===== config.mk =====
export PLATFORM = sky130hd
export DESIGN_NAME = baudot_teletype_transmitter
export DESIGN_NICKNAME = d
export VERILOG_FILES = /design/src/hw/rtl/btt_pkg.sv /design/src/hw/rtl/btt_ram.sv /design/src/hw/rtl/btt_front.sv /design/src/hw/rtl/btt_queue.sv /design/src/hw/rtl/btt_back.sv /design/src/hw/rtl/baudot_teletype_transmitter.sv
export VERILOG_INCLUDE_DIRS = /design/src /design/src/hw/rtl
export SDC_FILE = /design/constraint.sdc
export NUM_CORES = 1
export LEC_CHECK = 0
export ABC_AREA = 1
export CAP_MARGIN = 30
export CELL_PAD_IN_SITES_DETAIL_PLACEMENT = 1
export CELL_PAD_IN_SITES_GLOBAL_PLACEMENT = 1
export CORE_MARGIN = 10
export CORE_UTILIZATION = 30
export DETAILED_ROUTE_END_ITERATION = 10
export DONT_BUFFER_PORTS = 1
export PLACE_DENSITY_LB_ADDON = 0.2
export SYNTH_ARGS = -nofsm -noshare
export SYNTH_HDL_FRONTEND = slang
export SYNTH_SLANG_ARGS = --single-unit
export TNS_END_PERCENT = 1

===== constraint.sdc =====
create_clock -name clk_i -period 3.8 [get_ports clk_i]
set_clock_uncertainty 0.1 [all_clocks]
set_input_delay 0.19 -clock clk_i [delete_from_list [all_inputs] [get_ports clk_i]]
set_output_delay 0.19 -clock clk_i [all_outputs]
set_load 0.05 [all_outputs]

===== src/hw/rtl/baudot_teletype_transmitter_defines.svh =====
// assertion macros for the baudot teletype transmitter
// clocked on clk_i and disabled while rst_ni is low; empty under synthesis
`ifndef BAUDOT_TELETYPE_TRANSMITTER_DEFINES_SVH
`define BAUDOT_TELETYPE_TRANSMITTER_DEFINES_SVH

`ifndef SYNTHESIS

// property must hold at every clock edge out of reset
`define BTT_ASSERT(label, prop, msg) \
  label: assert property (@(posedge clk_i) disable iff (!rst_ni) prop) else $error(msg);

// condition must never be true at a clock edge out of reset
`define BTT_ASSERT_NEVER(label, cond, msg) \
  label: assert property (@(posedge clk_i) disable iff (!rst_ni) !(cond)) else $error(msg);

`else

`define BTT_ASSERT(label, prop, msg)
`define BTT_ASSERT_NEVER(label, cond, msg)

`endif

`endif


===== src/hw/rtl/btt_pkg.sv =====
// shared types and constants of the baudot teletype transmitter
// no dependencies
package btt_pkg;

  // configuration register indexes
  localparam logic [1:0] REG_BIT_PERIOD       = 2'd0;
  localparam logic [1:0] REG_FIRST_BIT_PERIOD = 2'd1;
  localparam logic [1:0] REG_LETTERS_SHIFT    = 2'd2;
  localparam logic [1:0] REG_FIGURES_SHIFT    = 2'd3;

  localparam int unsigned CfgIndexWidth = 2;
  localparam int unsigned CfgDataWidth  = 16;

  // configuration reset values
  localparam logic [15:0] BIT_PERIOD_RST       = 16'd2750;
  localparam logic [15:0] FIRST_BIT_PERIOD_RST = 16'd4125;
  localparam logic [4:0]  LETTERS_SHIFT_RST    = 5'd27;
  localparam logic [4:0]  FIGURES_SHIFT_RST    = 5'd29;

  // ascii codes seen by the command filter
  localparam logic [7:0] ASCII_BACKSLASH = 8'h5C;
  localparam logic [7:0] ASCII_NEWLINE   = 8'h0A;

  // character code layout
  localparam int unsigned CodeWidth = 7;
  localparam int unsigned FrameWidth = 5;
  localparam int unsigned CodeLettersBit = 5;
  localparam int unsigned CodeFiguresBit = 6;

  // operation handed from the front to the back
  typedef enum logic [1:0] {
    OP_NOP  = 2'd0,
    OP_PUSH = 2'd1,
    OP_TICK = 2'd2
  } op_e;

  typedef struct packed {
    op_e                  kind;
    logic [CodeWidth-1:0] code;
  } btt_op_t;

  // configuration write bundle
  typedef struct packed {
    logic                     we;
    logic [CfgIndexWidth-1:0] index;
    logic [CfgDataWidth-1:0]  data;
  } btt_cfg_wr_t;

endpackage


===== src/hw/rtl/btt_ram.sv =====
// generic simple dual-port ram, one write port and one registered read port
// no dependencies
module btt_ram #(
  parameter int unsigned WIDTH = 8,
  parameter int unsigned DEPTH = 16
) (
  input  logic                     clk_i,
  input  logic                     we_i,
  input  logic [$clog2(DEPTH)-1:0] waddr_i,
  input  logic [WIDTH-1:0]         wdata_i,
  input  logic                     re_i,
  input  logic [$clog2(DEPTH)-1:0] raddr_i,
  output logic [WIDTH-1:0]         rdata_o
);

  logic [WIDTH-1:0] mem_q [DEPTH];
  logic [WIDTH-1:0] rdata_q;

  // write port and registered read port
  always_ff @(posedge clk_i) begin
    if (we_i) begin
      mem_q[waddr_i] <= wdata_i;
    end
    if (re_i) begin
      rdata_q <= mem_q[raddr_i];
    end
  end

  assign rdata_o = rdata_q;

endmodule


===== src/hw/rtl/btt_front.sv =====
// front end: accepts items, filters command text, classifies into operations
// depends on btt_pkg
module btt_front import btt_pkg::*; (
  input  logic                 clk_i,
  input  logic                 rst_ni,
  input  logic                 in_valid_i,
  output logic                 in_stall_o,
  input  logic                 mode_i,
  input  logic [7:0]           rx_byte_i,
  input  logic [CodeWidth-1:0] char_code_i,
  input  logic                 q_full_i,
  output logic                 q_push_o,
  output btt_op_t              q_op_o
);

  logic accept;
  logic in_command_q, in_command_d;
  logic cmd_now;

  assign in_stall_o = q_full_i;
  assign accept     = in_valid_i && !q_full_i;

  // classify the item and track command mode
  always_comb begin
    in_command_d = in_command_q;
    cmd_now      = in_command_q;
    q_op_o.kind  = OP_NOP;
    q_op_o.code  = char_code_i;
    if (mode_i) begin
      q_op_o.kind = OP_TICK;
    end else begin
      if (!in_command_q) begin
        if (rx_byte_i == ASCII_BACKSLASH) begin
          cmd_now = 1'b1;
        end else begin
          q_op_o.kind = OP_PUSH;
        end
      end
      in_command_d = cmd_now && (rx_byte_i != ASCII_NEWLINE);
    end
  end

  assign q_push_o = accept;

  always_ff @(posedge clk_i or negedge rst_ni) begin
    if (!rst_ni) begin
      in_command_q <= 1'b0;
    end else if (accept) begin
      in_command_q <= in_command_d;
    end
  end

endmodule


===== src/hw/rtl/btt_queue.sv =====
// two-entry operation queue between the front and the back
// depends on btt_pkg and the assertion macros
`include "baudot_teletype_transmitter_defines.svh"

module btt_queue import btt_pkg::*; (
  input  logic    clk_i,
  input  logic    rst_ni,
  input  logic    push_i,
  input  btt_op_t op_i,
  output logic    full_o,
  input  logic    pop_i,
  output logic    valid_o,
  output btt_op_t op_o
);

  localparam logic [1:0] QueueDepth = 2'd2;

  btt_op_t    slot_q [2];
  logic       wr_ptr_q, rd_ptr_q;
  logic [1:0] count_q;

  assign full_o  = (count_q == QueueDepth);
  assign valid_o = (count_q != 2'd0);
  assign op_o    = slot_q[rd_ptr_q];

  // pointers and fill count
  always_ff @(posedge clk_i or negedge rst_ni) begin
    if (!rst_ni) begin
      wr_ptr_q <= 1'b0;
      rd_ptr_q <= 1'b0;
      count_q  <= 2'd0;
    end else begin
      if (push_i) begin
        wr_ptr_q <= !wr_ptr_q;
      end
      if (pop_i) begin
        rd_ptr_q <= !rd_ptr_q;
      end
      if (push_i && !pop_i) begin
        count_q <= count_q + 2'd1;
      end else if (pop_i && !push_i) begin
        count_q <= count_q - 2'd1;
      end
    end
  end

  // entry storage
  always_ff @(posedge clk_i) begin
    if (push_i) begin
      slot_q[wr_ptr_q] <= op_i;
    end
  end

  `BTT_ASSERT(a_count_range, count_q <= QueueDepth, "queue count out of range")
  `BTT_ASSERT_NEVER(a_pop_empty, pop_i && (count_q == 2'd0), "pop from empty queue")
  `BTT_ASSERT_NEVER(a_push_full, push_i && (count_q == QueueDepth), "push into full queue")

endmodule


===== src/hw/rtl/btt_back.sv =====
// back end: ring buffer, bit timer, frame sequencer, config and result register
// depends on btt_pkg, btt_ram and the assertion macros
`include "baudot_teletype_transmitter_defines.svh"

module btt_back import btt_pkg::*; #(
  parameter int unsigned BUFFER_DEPTH = 128
) (
  input  logic        clk_i,
  input  logic        rst_ni,
  input  btt_cfg_wr_t cfg_i,
  input  logic        op_valid_i,
  input  btt_op_t     op_i,
  output logic        op_pop_o,
  output logic        out_valid_o,
  input  logic        out_stall_i,
  output logic        line_level_o,
  output logic        overflow_o,
  output logic        frame_busy_o
);

  localparam int unsigned PtrW = $clog2(BUFFER_DEPTH);
  localparam logic [PtrW-1:0] PtrLast = PtrW'(BUFFER_DEPTH - 1);
  localparam logic [2:0] SlotLast = 3'd6;

  typedef enum logic [1:0] {
    CASE_NONE    = 2'd0,
    CASE_LETTERS = 2'd1,
    CASE_FIGURES = 2'd2
  } case_e;

  // configuration
  logic [15:0] bit_period_q, first_bit_period_q;
  logic [4:0]  letters_shift_q, figures_shift_q;

  // ring buffer pointers and prefetched head entry
  logic [PtrW-1:0]      wr_ptr_q, wr_ptr_d, rd_ptr_q, rd_ptr_d;
  logic [PtrW-1:0]      wr_inc, rd_inc;
  logic [CodeWidth-1:0] head_q, head_d;
  logic                 head_valid_q, head_valid_d;
  logic                 rd_pending_q, rd_pending_d;

  // timer and sequencer
  logic [15:0]           tick_q, tick_d;
  logic                  first_q, first_d;
  logic [2:0]            slot_q, slot_d;
  logic [FrameWidth-1:0] fbits_q, fbits_d;
  logic                  fvalid_q, fvalid_d;
  case_e                 case_q, case_d;
  logic                  coil_q, coil_d;

  // result register
  logic out_valid_q, out_valid_d;
  logic line_q, ovf_q, busy_q;
  logic dropped;

  // ram port
  logic                 ram_we, ram_re;
  logic [CodeWidth-1:0] ram_rdata;

  logic        fire;
  logic        bit_evt;
  logic [15:0] compare;
  logic        lett, figs, match;

  assign fire     = op_valid_i && (!out_valid_q || !out_stall_i);
  assign op_pop_o = fire;

  assign wr_inc = (wr_ptr_q == PtrLast) ? '0 : wr_ptr_q + PtrW'(1);
  assign rd_inc = (rd_ptr_q == PtrLast) ? '0 : rd_ptr_q + PtrW'(1);

  btt_ram #(
    .WIDTH (CodeWidth),
    .DEPTH (BUFFER_DEPTH)
  ) u_store (
    .clk_i   (clk_i),
    .we_i    (ram_we),
    .waddr_i (wr_ptr_q),
    .wdata_i (op_i.code),
    .re_i    (ram_re),
    .raddr_i (rd_inc),
    .rdata_o (ram_rdata)
  );

  // execute one operation
  always_comb begin
    wr_ptr_d     = wr_ptr_q;
    rd_ptr_d     = rd_ptr_q;
    head_d       = head_q;
    head_valid_d = head_valid_q;
    rd_pending_d = 1'b0;
    tick_d       = tick_q;
    first_d      = first_q;
    slot_d       = slot_q;
    fbits_d      = fbits_q;
    fvalid_d     = fvalid_q;
    case_d       = case_q;
    coil_d       = coil_q;
    ram_we       = 1'b0;
    ram_re       = 1'b0;
    dropped      = 1'b0;
    bit_evt      = 1'b0;
    compare      = first_q ? first_bit_period_q : bit_period_q;
    lett         = head_q[CodeLettersBit];
    figs         = head_q[CodeFiguresBit];
    match        = ((case_q == CASE_LETTERS) && lett) || ((case_q == CASE_FIGURES) && figs);

    // refill of the head entry after a pop
    if (rd_pending_q) begin
      head_d       = ram_rdata;
      head_valid_d = 1'b1;
    end

    if (fire) begin
      case (op_i.kind)
        OP_PUSH: begin
          if (wr_inc == rd_ptr_q) begin
            dropped = 1'b1;
          end else begin
            ram_we   = 1'b1;
            wr_ptr_d = wr_inc;
            // empty buffer: the new entry becomes the head at once
            if (rd_ptr_q == wr_ptr_q) begin
              head_d       = op_i.code;
              head_valid_d = 1'b1;
            end
          end
        end
        OP_TICK: begin
          if (tick_q >= compare) begin
            tick_d  = '0;
            bit_evt = 1'b1;
          end else begin
            tick_d = tick_q + 16'd1;
          end
        end
        default: begin
        end
      endcase
    end

    // one bit period of the sequencer
    if (bit_evt) begin
      if (slot_q == 3'd0) begin
        if (rd_ptr_q == wr_ptr_q) begin
          fvalid_d = 1'b0;
        end else begin
          if (!match && lett) begin
            fbits_d = letters_shift_q;
            case_d  = CASE_LETTERS;
          end else if (!match && figs) begin
            fbits_d = figures_shift_q;
            case_d  = CASE_FIGURES;
          end else begin
            fbits_d      = head_q[FrameWidth-1:0];
            rd_ptr_d     = rd_inc;
            head_valid_d = 1'b0;
            if (rd_inc != wr_ptr_q) begin
              ram_re       = 1'b1;
              rd_pending_d = 1'b1;
            end
          end
          fvalid_d = 1'b1;
        end
      end
      slot_d = (slot_q == SlotLast) ? 3'd0 : slot_q + 3'd1;
      if (fvalid_d) begin
        if (slot_q == 3'd0) begin
          coil_d  = 1'b0;
          first_d = 1'b1;
        end else if (slot_q == SlotLast) begin
          // stop bit; the slot counter restarts past slot zero
          coil_d   = 1'b1;
          fvalid_d = 1'b0;
          slot_d   = 3'd1;
        end else begin
          first_d = 1'b0;
          coil_d  = fbits_d[slot_q - 3'd1];
        end
      end
    end

    out_valid_d = fire || (out_valid_q && out_stall_i);
  end

  // control state
  always_ff @(posedge clk_i or negedge rst_ni) begin
    if (!rst_ni) begin
      bit_period_q       <= BIT_PERIOD_RST;
      first_bit_period_q <= FIRST_BIT_PERIOD_RST;
      letters_shift_q    <= LETTERS_SHIFT_RST;
      figures_shift_q    <= FIGURES_SHIFT_RST;
      wr_ptr_q           <= '0;
      rd_ptr_q           <= '0;
      head_valid_q       <= 1'b0;
      rd_pending_q       <= 1'b0;
      tick_q             <= '0;
      first_q            <= 1'b0;
      slot_q             <= '0;
      fbits_q            <= '0;
      fvalid_q           <= 1'b0;
      case_q             <= CASE_NONE;
      coil_q             <= 1'b1;
      out_valid_q        <= 1'b0;
    end else begin
      if (cfg_i.we) begin
        unique case (cfg_i.index)
          REG_BIT_PERIOD:       bit_period_q       <= cfg_i.data;
          REG_FIRST_BIT_PERIOD: first_bit_period_q <= cfg_i.data;
          REG_LETTERS_SHIFT:    letters_shift_q    <= cfg_i.data[FrameWidth-1:0];
          REG_FIGURES_SHIFT:    figures_shift_q    <= cfg_i.data[FrameWidth-1:0];
          default: begin
          end
        endcase
      end
      wr_ptr_q     <= wr_ptr_d;
      rd_ptr_q     <= rd_ptr_d;
      head_valid_q <= head_valid_d;
      rd_pending_q <= rd_pending_d;
      tick_q       <= tick_d;
      first_q      <= first_d;
      slot_q       <= slot_d;
      fbits_q      <= fbits_d;
      fvalid_q     <= fvalid_d;
      case_q       <= case_d;
      coil_q       <= coil_d;
      out_valid_q  <= out_valid_d;
    end
  end

  // payload registers
  always_ff @(posedge clk_i) begin
    head_q <= head_d;
    if (fire) begin
      line_q <= coil_d;
      ovf_q  <= dropped;
      busy_q <= fvalid_d;
    end
  end

  assign out_valid_o  = out_valid_q;
  assign line_level_o = line_q;
  assign overflow_o   = ovf_q;
  assign frame_busy_o = busy_q;

  `BTT_ASSERT(a_slot_range, slot_q <= SlotLast, "bit slot out of range")
  `BTT_ASSERT(a_head_ready, bit_evt && slot_q == '0 && rd_ptr_q != wr_ptr_q |-> head_valid_q,
              "head entry not ready at frame start")
  `BTT_ASSERT_NEVER(a_space_idle, !coil_q && !fvalid_q, "line at space with no frame")

endmodule


===== src/hw/rtl/baudot_teletype_transmitter.sv =====
// top level of the baudot teletype transmitter
// depends on btt_pkg, btt_front, btt_queue, btt_back
//
//   channel  signals                                   direction  handshake
//   cfg      cfg_we_i cfg_index_i cfg_data_i            in         write on cfg_we_i
//   in       mode_i rx_byte_i char_code_i               in         in_valid_i / in_stall_o
//   out      line_level_o overflow_o frame_busy_o       out        out_valid_o / out_stall_i
//
// one item per cycle sustained while out_stall_i is low; each item's result passes through
// the queue entry and then the back end's result register before it is valid.
// a character pop refetches the next ring buffer entry through the registered ram read
// port and the head register, well ahead of the next frame start.
// reset: line at mark, buffer empty, timer and sequencer at zero, config at defaults.
// output stall holds the result register; the two-entry queue then fills and
// raises in_stall_o.
module baudot_teletype_transmitter import btt_pkg::*; #(
  parameter int unsigned BUFFER_DEPTH = 128
) (
  input  logic                     clk_i,
  input  logic                     rst_ni,
  input  logic                     cfg_we_i,
  input  logic [CfgIndexWidth-1:0] cfg_index_i,
  input  logic [CfgDataWidth-1:0]  cfg_data_i,
  input  logic                     in_valid_i,
  output logic                     in_stall_o,
  input  logic                     mode_i,
  input  logic [7:0]               rx_byte_i,
  input  logic [CodeWidth-1:0]     char_code_i,
  output logic                     out_valid_o,
  input  logic                     out_stall_i,
  output logic                     line_level_o,
  output logic                     overflow_o,
  output logic                     frame_busy_o
);

  btt_cfg_wr_t cfg_wr;
  btt_op_t     front_op, back_op;
  logic        q_push, q_full, q_pop, q_valid;

  assign cfg_wr.we    = cfg_we_i;
  assign cfg_wr.index = cfg_index_i;
  assign cfg_wr.data  = cfg_data_i;

  // item intake and classification
  btt_front u_front (
    .clk_i       (clk_i),
    .rst_ni      (rst_ni),
    .in_valid_i  (in_valid_i),
    .in_stall_o  (in_stall_o),
    .mode_i      (mode_i),
    .rx_byte_i   (rx_byte_i),
    .char_code_i (char_code_i),
    .q_full_i    (q_full),
    .q_push_o    (q_push),
    .q_op_o      (front_op)
  );

  // decoupling queue
  btt_queue u_queue (
    .clk_i   (clk_i),
    .rst_ni  (rst_ni),
    .push_i  (q_push),
    .op_i    (front_op),
    .full_o  (q_full),
    .pop_i   (q_pop),
    .valid_o (q_valid),
    .op_o    (back_op)
  );

  // buffer, timing and line drive
  btt_back #(
    .BUFFER_DEPTH (BUFFER_DEPTH)
  ) u_back (
    .clk_i        (clk_i),
    .rst_ni       (rst_ni),
    .cfg_i        (cfg_wr),
    .op_valid_i   (q_valid),
    .op_i         (back_op),
    .op_pop_o     (q_pop),
    .out_valid_o  (out_valid_o),
    .out_stall_i  (out_stall_i),
    .line_level_o (line_level_o),
    .overflow_o   (overflow_o),
    .frame_busy_o (frame_busy_o)
  );

endmodule


==> results of run 1 <==
-- layer usage --
layer	vias to the layer above	wire, um	global-route usage [%]
met5	-	0	0
met4	0	3198	4.048
met3	189	5182	2.147
met2	507	71020	28.83
met1	16220	68050	23.23
li1	15120	-	-
-- layout make-up --
class                      instances  area (um^2)  share of cell area [%]
antenna                            2        5.005                0.009266
inverter                         578         2188                   4.052
tap                             2044         2557                   4.735
sequential                      1023        30220                   55.95
multi-input combinational       2540        12830                   23.76
clock buffer                     147         3102                   5.743
timing repair buffer             240         2432                   4.503
clock inverter                    65        678.2                   1.256
-- synthesized netlist by cell type, drive strengths merged --
master	n	area, um^2
inv	577	2166
a31oi	2	12.51
nand3	917	4604
o211ai	10	75.07
dfstp	22	578.1
xor2	16	140.1
a21oi	13	65.06
nand3b	309	2332
o41ai	1	8.760
clkbuf	136	510.5
nand2	901	3447
xnor2	9	78.83
nand4	15	93.84
nor2	183	725.7
edfxtp	924	27750
mux2i	15	150.1
mux2	3	33.78
ha	25	312.8
a21boi	2	15.01
nor3	18	95.09
dfxtp	7	140.1
o21a	4	30.03
buf	122	684.4
nor4	2	12.51
clkinv	1	3.750
o21ai	89	452.9
or2	3	18.77
dfrtp	70	1752
o31ai	3	22.52
-- kinds of logic after synthesis --
logic type / Yosys count
flip-flops: 1023
multiplexers: 18
buffers and inverters: 836
adder cells (fa/ha/maj): 25
XOR/XNOR: 25
AO/OA/AOI/OAI: 124
AND/OR/NAND/NOR: 2348
-- how the worst max path moves through the flow --
stage | startpoint | to | slack (ns) | cells past startpoint
final | u_back.wr_ptr_q[1]$_DFFE_PN0P_ | u_back.u_store.mem_q[77][5]$_DFFE_PP_ | 0.31 | 12
after global routing | u_back.wr_ptr_q[1]$_DFFE_PN0P_ | u_back.u_store.mem_q[77][0]$_DFFE_PP_ | 0.08 | 12
after CTS | u_back.wr_ptr_q[1]$_DFFE_PN0P_ | u_back.u_store.mem_q[77][5]$_DFFE_PP_ | 0.29 | 12
after detailed placement | u_back.wr_ptr_q[1]$_DFFE_PN0P_ | u_back.u_store.mem_q[45][4]$_DFFE_PP_ | 0.31 | 12
after global placement | u_back.wr_ptr_q[1]$_DFFE_PN0P_ | u_back.u_store.mem_q[45][4]$_DFFE_PP_ | 0.36 | 12
after floorplan | u_back.first_q$_DFFE_PN0P_ | u_back.u_store.rdata_o[0]$_DFFE_PP_ | 0.46 | 13
-- stage by stage --
stage | utilization (%) | area (um^2) | std cells
2_1_floorplan | - | 46310 | 4399
3_3_place_gp | 32.28 | 49620 | 6371
3_5_place_dp | 32.30 | 49640 | 6372
4_1_cts | 35.11 | 53960 | 6634
5_1_grt | 35.14 | 54010 | 6637
6_report | 35.14 | 54010 | 6639
-- critical path, stage by stage (launching register included) --
cell and delay [ns]:
dfrtp_1 0.50, ha_1 0.30, nand3_1 0.11, nor2_1 0.24
nand2_2 0.12, nand3_2 0.11, xor2_1 0.20, nor2_2 0.07
nand3b_4 0.09, nand2_4 0.16, nor2_4 0.23, nand2_4 0.31
nor2_1 0.56
-- power breakdown --
group | internal, uW | total [uW] | switching, uW
Combinational | 3480 | 13500 | 9980
Sequential | 14200 | 14500 | 316
Clock | 6620 | 11300 | 4650
Total | 24300 | 39300 | 14900
-- state kept, by name (all words and copies together) (netlist names), 2 cells and up --
register                   flops
u_back.u_store.mem_q         896
u_queue.slot_q                18
u_back.bit_period_q           16
u_back.first_bit_period_q     16
u_back.tick_q                 16
u_back.head_q                  7
u_back.rd_ptr_q                7
u_back.u_store.rdata_o         7
u_back.wr_ptr_q                7
u_back.fbits_q                 5
u_back.figures_shift_q         5
u_back.letters_shift_q         5
u_back.slot_q                  3
u_back.case_q                  2
u_queue.count_q                2
-- timing repair --
action,in CTS,in global routing
hold endpoints to repair,179,16
hold buffers,50,2
setup endpoints to repair,0,0
==> flow_summary_export.csv, run 1 <==
group,metric,value,unit
run_status,status,"completed",
setup_path,end_kind,"flip-flop",
die,die_h,412.9,um
setup_path,timing.rr.end,"u_back.u_store.mem_q[77][5]$_DFFE_PP_",
yosys,syn_inst,4399,
timing,finalHoldViolCount,0,
layout,drive_gt1_share,9.340,%
global_routing,grt_usage,17.07,%
clock_tree,cts_setup_buffers,0,
timing,finalCritPeriodShare,91.92,%
power_and_ir_drop,p_leak,0.02107,uW
placement,hpwl,89.94,mm
yosys,netlist_area,46310,um^2
yosys,synthAdderAreaFrac,0.6755,%
min_path,hold_end,"u_queue.slot_q[0][2]$_DFFE_PP_",
die,core,153700,um^2
setup_path,crit_required,4.04,ns
detailed_routing,viasPerCell,4.825,
detailed_routing,drcViolationCount,0,
clock_tree,numCtsBuffers,116,
yosys,synthMuxAreaShare,0.3972,%
die,start_util,30.13,%
global_routing,antenna_found_initial,2,
layout,final_common_cell,"edfxtp_1",
power_and_ir_drop,ir_drop,0.0005109,V
global_routing,grt_max_degree,148,
detailed_routing,drt_iter0_drc,2051,
yosys,ys_warn_count,0,
yosys,synth_seq_area_share,65.25,%
clock_tree,cts_tree,"done",
timing,rsz0062_at_grt,"false",
clock_tree,htreeDepth,3,
layout,area_growth,16.63,%
detailed_routing,drt-total-wl,147.4,mm
timing,setup_slack,0.3071,ns
yosys,yosys.cell_types.count,43,
setup_path,r2r_slack,0.31,ns
global_routing,grt_pass1_vias,33610,
run,max-cap-violations,0,
yosys,syn-num-nets,4463,
global_routing,grt.overflow.total,0,
yosys,avgSynthCellArea,10.53,um^2
setup_path,crit_type,"reg -> reg",
timing,setup_viol,0,
die,dieArea,170500,um^2
yosys,synth_xor_area_share,0.4728,%
layout,nFillCells,16940,
timing,slew-limit-headroom,33.82,%
clock_tree,clk_path_buf_depth,3,
setup_path,reg2reg_depth,12,
detailed_routing,detail-route-antenna-nets,0,
timing,fin_setup_tns,0,ns
clock_tree,insertion_delay,0.74,ns
timing,tightest_slew,0.9926,ns
power_and_ir_drop,pwr_density_cell,727.3,nW/um^2
setup_path,cp_max_fo,19,
timing,fmax,286.3,MHz
detailed_routing,vias,32030,
clock_tree,clk_pin_slew,0.06,ns
layout,nets,4563,
setup_path,r2r-start,"u_back.wr_ptr_q[1]$_DFFE_PN0P_",
setup_path,start_kind,"flip-flop",
timing,hold_ws,0.06704,ns
setup_path,worstPathArrival,3.74,ns
clock_tree,postCtsResizedCells,0,
timing,slew_violations,0,
power_and_ir_drop,fin_total_pwr,39280,uW
global_routing,grt_pass1_wl,222.1,mm
clock_tree,cts_sinks,1023,
min_path,hp-class,"in -> reg",
die,die_w,412.9,um
yosys,synth-simple-area-share,24.47,%
detailed_routing,dr.pass1.iters,6,
yosys,synth_top_family_by_area,"simple AND/OR/NAND/NOR gates",
min_path,whs_path_depth,1,
layout,mostFrequentLayoutCells,"edfxtp_1, nand3_1, nand2_1, inv_1, nand3b_1",
placement,gp_routability_congestion,0.8050,
timing,fin_crit,3.493,ns
yosys,synth_compound_area_share,1.473,%
die,num_rows,144,
die,io_pins,44,
placement,preCtsSetupSlack,0.3117,ns
placement,port_buffers,0,
min_path,hp-start,"char_code_i[2]",
yosys,synth-seq-cells,1023,
detailed_routing,wl_per_cell,22.21,um
clock_tree,cts_root_buf,"clkbuf_16",
Note: power is estimated with default switching activity, not from simulation.
==> run 2, diff against run 1 <==
--- a/config.mk
+++ b/config.mk
@@ -6,7 +6,6 @@
 export SDC_FILE = /design/constraint.sdc
 export NUM_CORES = 1
 export LEC_CHECK = 0
-export ABC_AREA = 1
 export CAP_MARGIN = 30
 export CELL_PAD_IN_SITES_DETAIL_PLACEMENT = 1
 export CELL_PAD_IN_SITES_GLOBAL_PLACEMENT = 1
==> constraint.sdc (replaced) <==
create_clock -name clk_i -period 4.45 [get_ports clk_i]
set_clock_uncertainty 0.1 [all_clocks]
set_input_delay 0.2225 -clock clk_i [delete_from_list [all_inputs] [get_ports clk_i]]
set_output_delay 0.2225 -clock clk_i [all_outputs]
set_load 0.05 [all_outputs]
==> run 2 against run 1 <==
Net effect:
- first-iteration DRC count down 12%
- power down 39%
- register-to-register slack worse by 0.10 ns
- non-clock buffer count down 87
- setup slack worse by 0.10 ns
- synthesized cell count down 43%
- cell count down 31%
- core utilization about the same
- clock power down 15%
- critical path type unchanged
- global-route usage down 2.0 points
- routed wire length down 18%
==> flow_summary_export.csv, run 2 <==
group,metric,value,unit
layout,largest_register_ffs,896,
clock_tree,clk_pin_slew,0.06,ns
timing,setup_viol,0,
die,io_pins,44,
timing,fin_setup_tns,0,ns
die,dieArea,155300,um^2
power_and_ir_drop,p_leak,0.01586,uW
detailed_routing,vias,23150,
die,die_h,394.1,um
placement,gp_routability_congestion,0.7845,
detailed_routing,drt_iter0_drc,1798,
detailed_routing,wl_per_cell,26.14,um
clock_tree,clk_path_buf_depth,3,
clock_tree,htreeDepth,3,
yosys,yosys.cell_types.count,73,
die,die_w,394.1,um
global_routing,grt_pass1_wl,176.7,mm
setup_path,r2r_slack,0.21,ns
yosys,synth-seq-cells,1023,
placement,dp.cells,4350,
global_routing,antenna_found_initial,1,
detailed_routing,viasPerCell,5.033,
die,start_util,30.16,%
global_routing,grt_pass1_vias,25070,
clock_tree,cts_sinks,1023,
yosys,synth_common_cells,"edfxtp_1, mux2i_1, nor2_1, clkbuf_1, nand2_1",
die,num_rows,137,
layout,final_util,35.16,%
timing,slew_violations,0,
yosys,netlist_area,41980,um^2
yosys,syn_inst,2526,
min_path,hp-class,"in -> reg",
yosys,ys_warn_count,0,
setup_path,crit_required,4.82,ns
layout,finalNonFillerCells,4600,
placement,hpwl,75.71,mm
timing,slew-limit-headroom,34.09,%
yosys,avgSynthCellArea,16.62,um^2
clock_tree,numCtsBuffers,110,
layout,nets,2695,
detailed_routing,detail-route-antenna-nets,0,
yosys,synth_top_area_cell,"edfxtp_1",
layout,final_common_cell,"edfxtp_1",
detailed_routing,dr.pass1.iters,5,
yosys,synth_area_leaders,"edfxtp_1, mux2i_1, dfrtp_1",
detailed_routing,drt-total-wl,120.3,mm
global_routing,grt_usage,15.11,%
layout,area_growth,16.56,%
clock_tree,postCtsResizedCells,0,
global_routing,grt.overflow.total,0,
clock_tree,insertion_delay,0.73,ns
layout,reg.largest.list,"u_back.u_store.mem_q x896, u_queue.slot_q x18",
run_status,status,"completed",
layout,drive_gt1_share,17.74,%
timing,hold_ws,0.05016,ns
setup_path,cp_max_fo,48,
placement,place_area,44690,um^2
yosys,synthFlopType,"edfxtp_1",
layout,largest-register,"u_back.u_store.mem_q",
clock_tree,cts_tree,"done",
setup_path,worstPathArrival,4.61,ns
die,core,139200,um^2
clock_tree,cts_root_buf,"clkbuf_16",
clock_tree,cts_setup_buffers,0,
global_routing,grt_max_degree,95,
setup_path,end_kind,"flip-flop",
layout,design_area,48930,um^2
setup_path,crit_type,"reg -> reg",
yosys,synth.most_common_cell,"edfxtp_1",
timing,tightest_slew,0.9637,ns
power_and_ir_drop,pwr_density_cell,490.6,nW/um^2
yosys,synth_edf_count,924,
timing,fmax,235.6,MHz
power_and_ir_drop,ir_drop,0.0003987,V
placement,port_buffers,0,
timing,rsz0062_at_grt,"false",
timing,finalCritPeriodShare,95.37,%
setup_path,start_kind,"flip-flop",
yosys,synth.top_cell.area_share,66.09,%
layout,mostFrequentLayoutCells,"edfxtp_1, mux2i_1, nor2_1, clkbuf_16, buf_4",
min_path,whs_path_depth,1,
yosys,syn-num-nets,2590,
layout,nFillCells,14090,
run,max-cap-violations,0,
timing,fin_crit,4.244,ns
timing,finalHoldViolCount,0,
yosys,synth_seq_area_share,71.97,%
setup_path,reg2reg_depth,11,
yosys,synth_async_sr_flop_share,8.993,%
detailed_routing,drcViolationCount,0,
## run 2: worst max-delay path: stages (launching register included)
cell       delay [ns]
dfrtp_4          0.69
ha_4             0.29
and3_1           0.23
a21oi_4          0.17
buf_4            0.18
buf_12           0.27
mux2_2           0.40
a2111oi_0        0.87
buf_4            0.23
a211oi_1         0.04
a211o_1          0.32
and4_1           0.17
## run 2: worst paths after layout
check,start,to
hold / removal,char_code_i[3],u_queue.slot_q[1][3]$_DFFE_PP_
setup reg to reg,u_back.rd_ptr_q[0]$_DFFE_PN0P_,u_back.u_store.rdata_o[5]$_DFFE_PP_
hold reg to reg,u_back.coil_q$_DFF_PN1_,u_back.coil_q$_DFF_PN1_
min in group asynchronous,rst_ni,u_back.rd_ptr_q[5]$_DFFE_PN0P_
max in group asynchronous,rst_ni,u_queue.count_q[1]$_DFFE_PN0P_
setup / recovery,u_back.rd_ptr_q[0]$_DFFE_PN0P_,u_back.u_store.rdata_o[5]$_DFFE_PP_
## run 2: kinds of logic (layout without fill, tap and decap cells)
| group | after synthesis | in the layout | synth area share (%) |
|---|---|---|---|
| AND/OR/NAND/NOR | 427 | 427 | 4.837 |
| buffers and inverters | 180 | 377 | 2.110 |
| AO/OA/AOI/OAI | 372 | 372 | 6.423 |
| XOR/XNOR | 48 | 48 | 1.034 |
| flip-flops | 1023 | 1023 | 71.97 |
| multiplexers | 451 | 451 | 12.88 |
| other | 0 | 1 | 0 |
| adder cells (fa/ha/maj) | 25 | 25 | 0.7451 |
## run 2: metal layers
metal,track usage (%),routed length (um),up-vias
met3,2.369,4260,175
met2,25.22,58500,442
met5,0,0,-
li1,-,-,10290
met4,4.054,2880,0
met1,20.36,54630,12250
## run 2: cell type report
type / instances / area (um^2) / share of cell area (%)
clock inverter: 62 / 739.5 / 1.511
tap: 1876 / 2347 / 4.797
antenna: 1 / 2.502 / 0.005114
timing repair buffer: 153 / 1530 / 3.127
inverter: 20 / 75.07 / 0.1534
clock buffer: 142 / 3018 / 6.167
sequential: 1023 / 30220 / 61.76
multi-input combinational: 1323 / 11000 / 22.48
## run 2: metrics by stage
| step | total power [uW] | worst slack (ns) |
|---|---|---|
| after floorplan | 13320 | 0.9035 |
| after global placement | 14600 | 0.2181 |
| after detailed placement | 14710 | 0.1942 |
| after CTS | 24350 | 0.1685 |
| after global routing | 24910 | 0.09226 |
| final | 24010 | 0.2059 |
## run 2: what timing repair did
| item | CTS | global route |
|---|---|---|
| endpoints found under the hold margin | 188 | 0 |
| hold buffers | 44 | 0 |
| setup endpoints to repair | 0 | 0 |
## run 2: power by group
group | leakage [uW] | internal [uW] | switching, uW
Clock | 0.00183 | 5700 | 3850
Sequential | 0.00946 | 11800 | 207
Combinational | 0.00457 | 502 | 1960
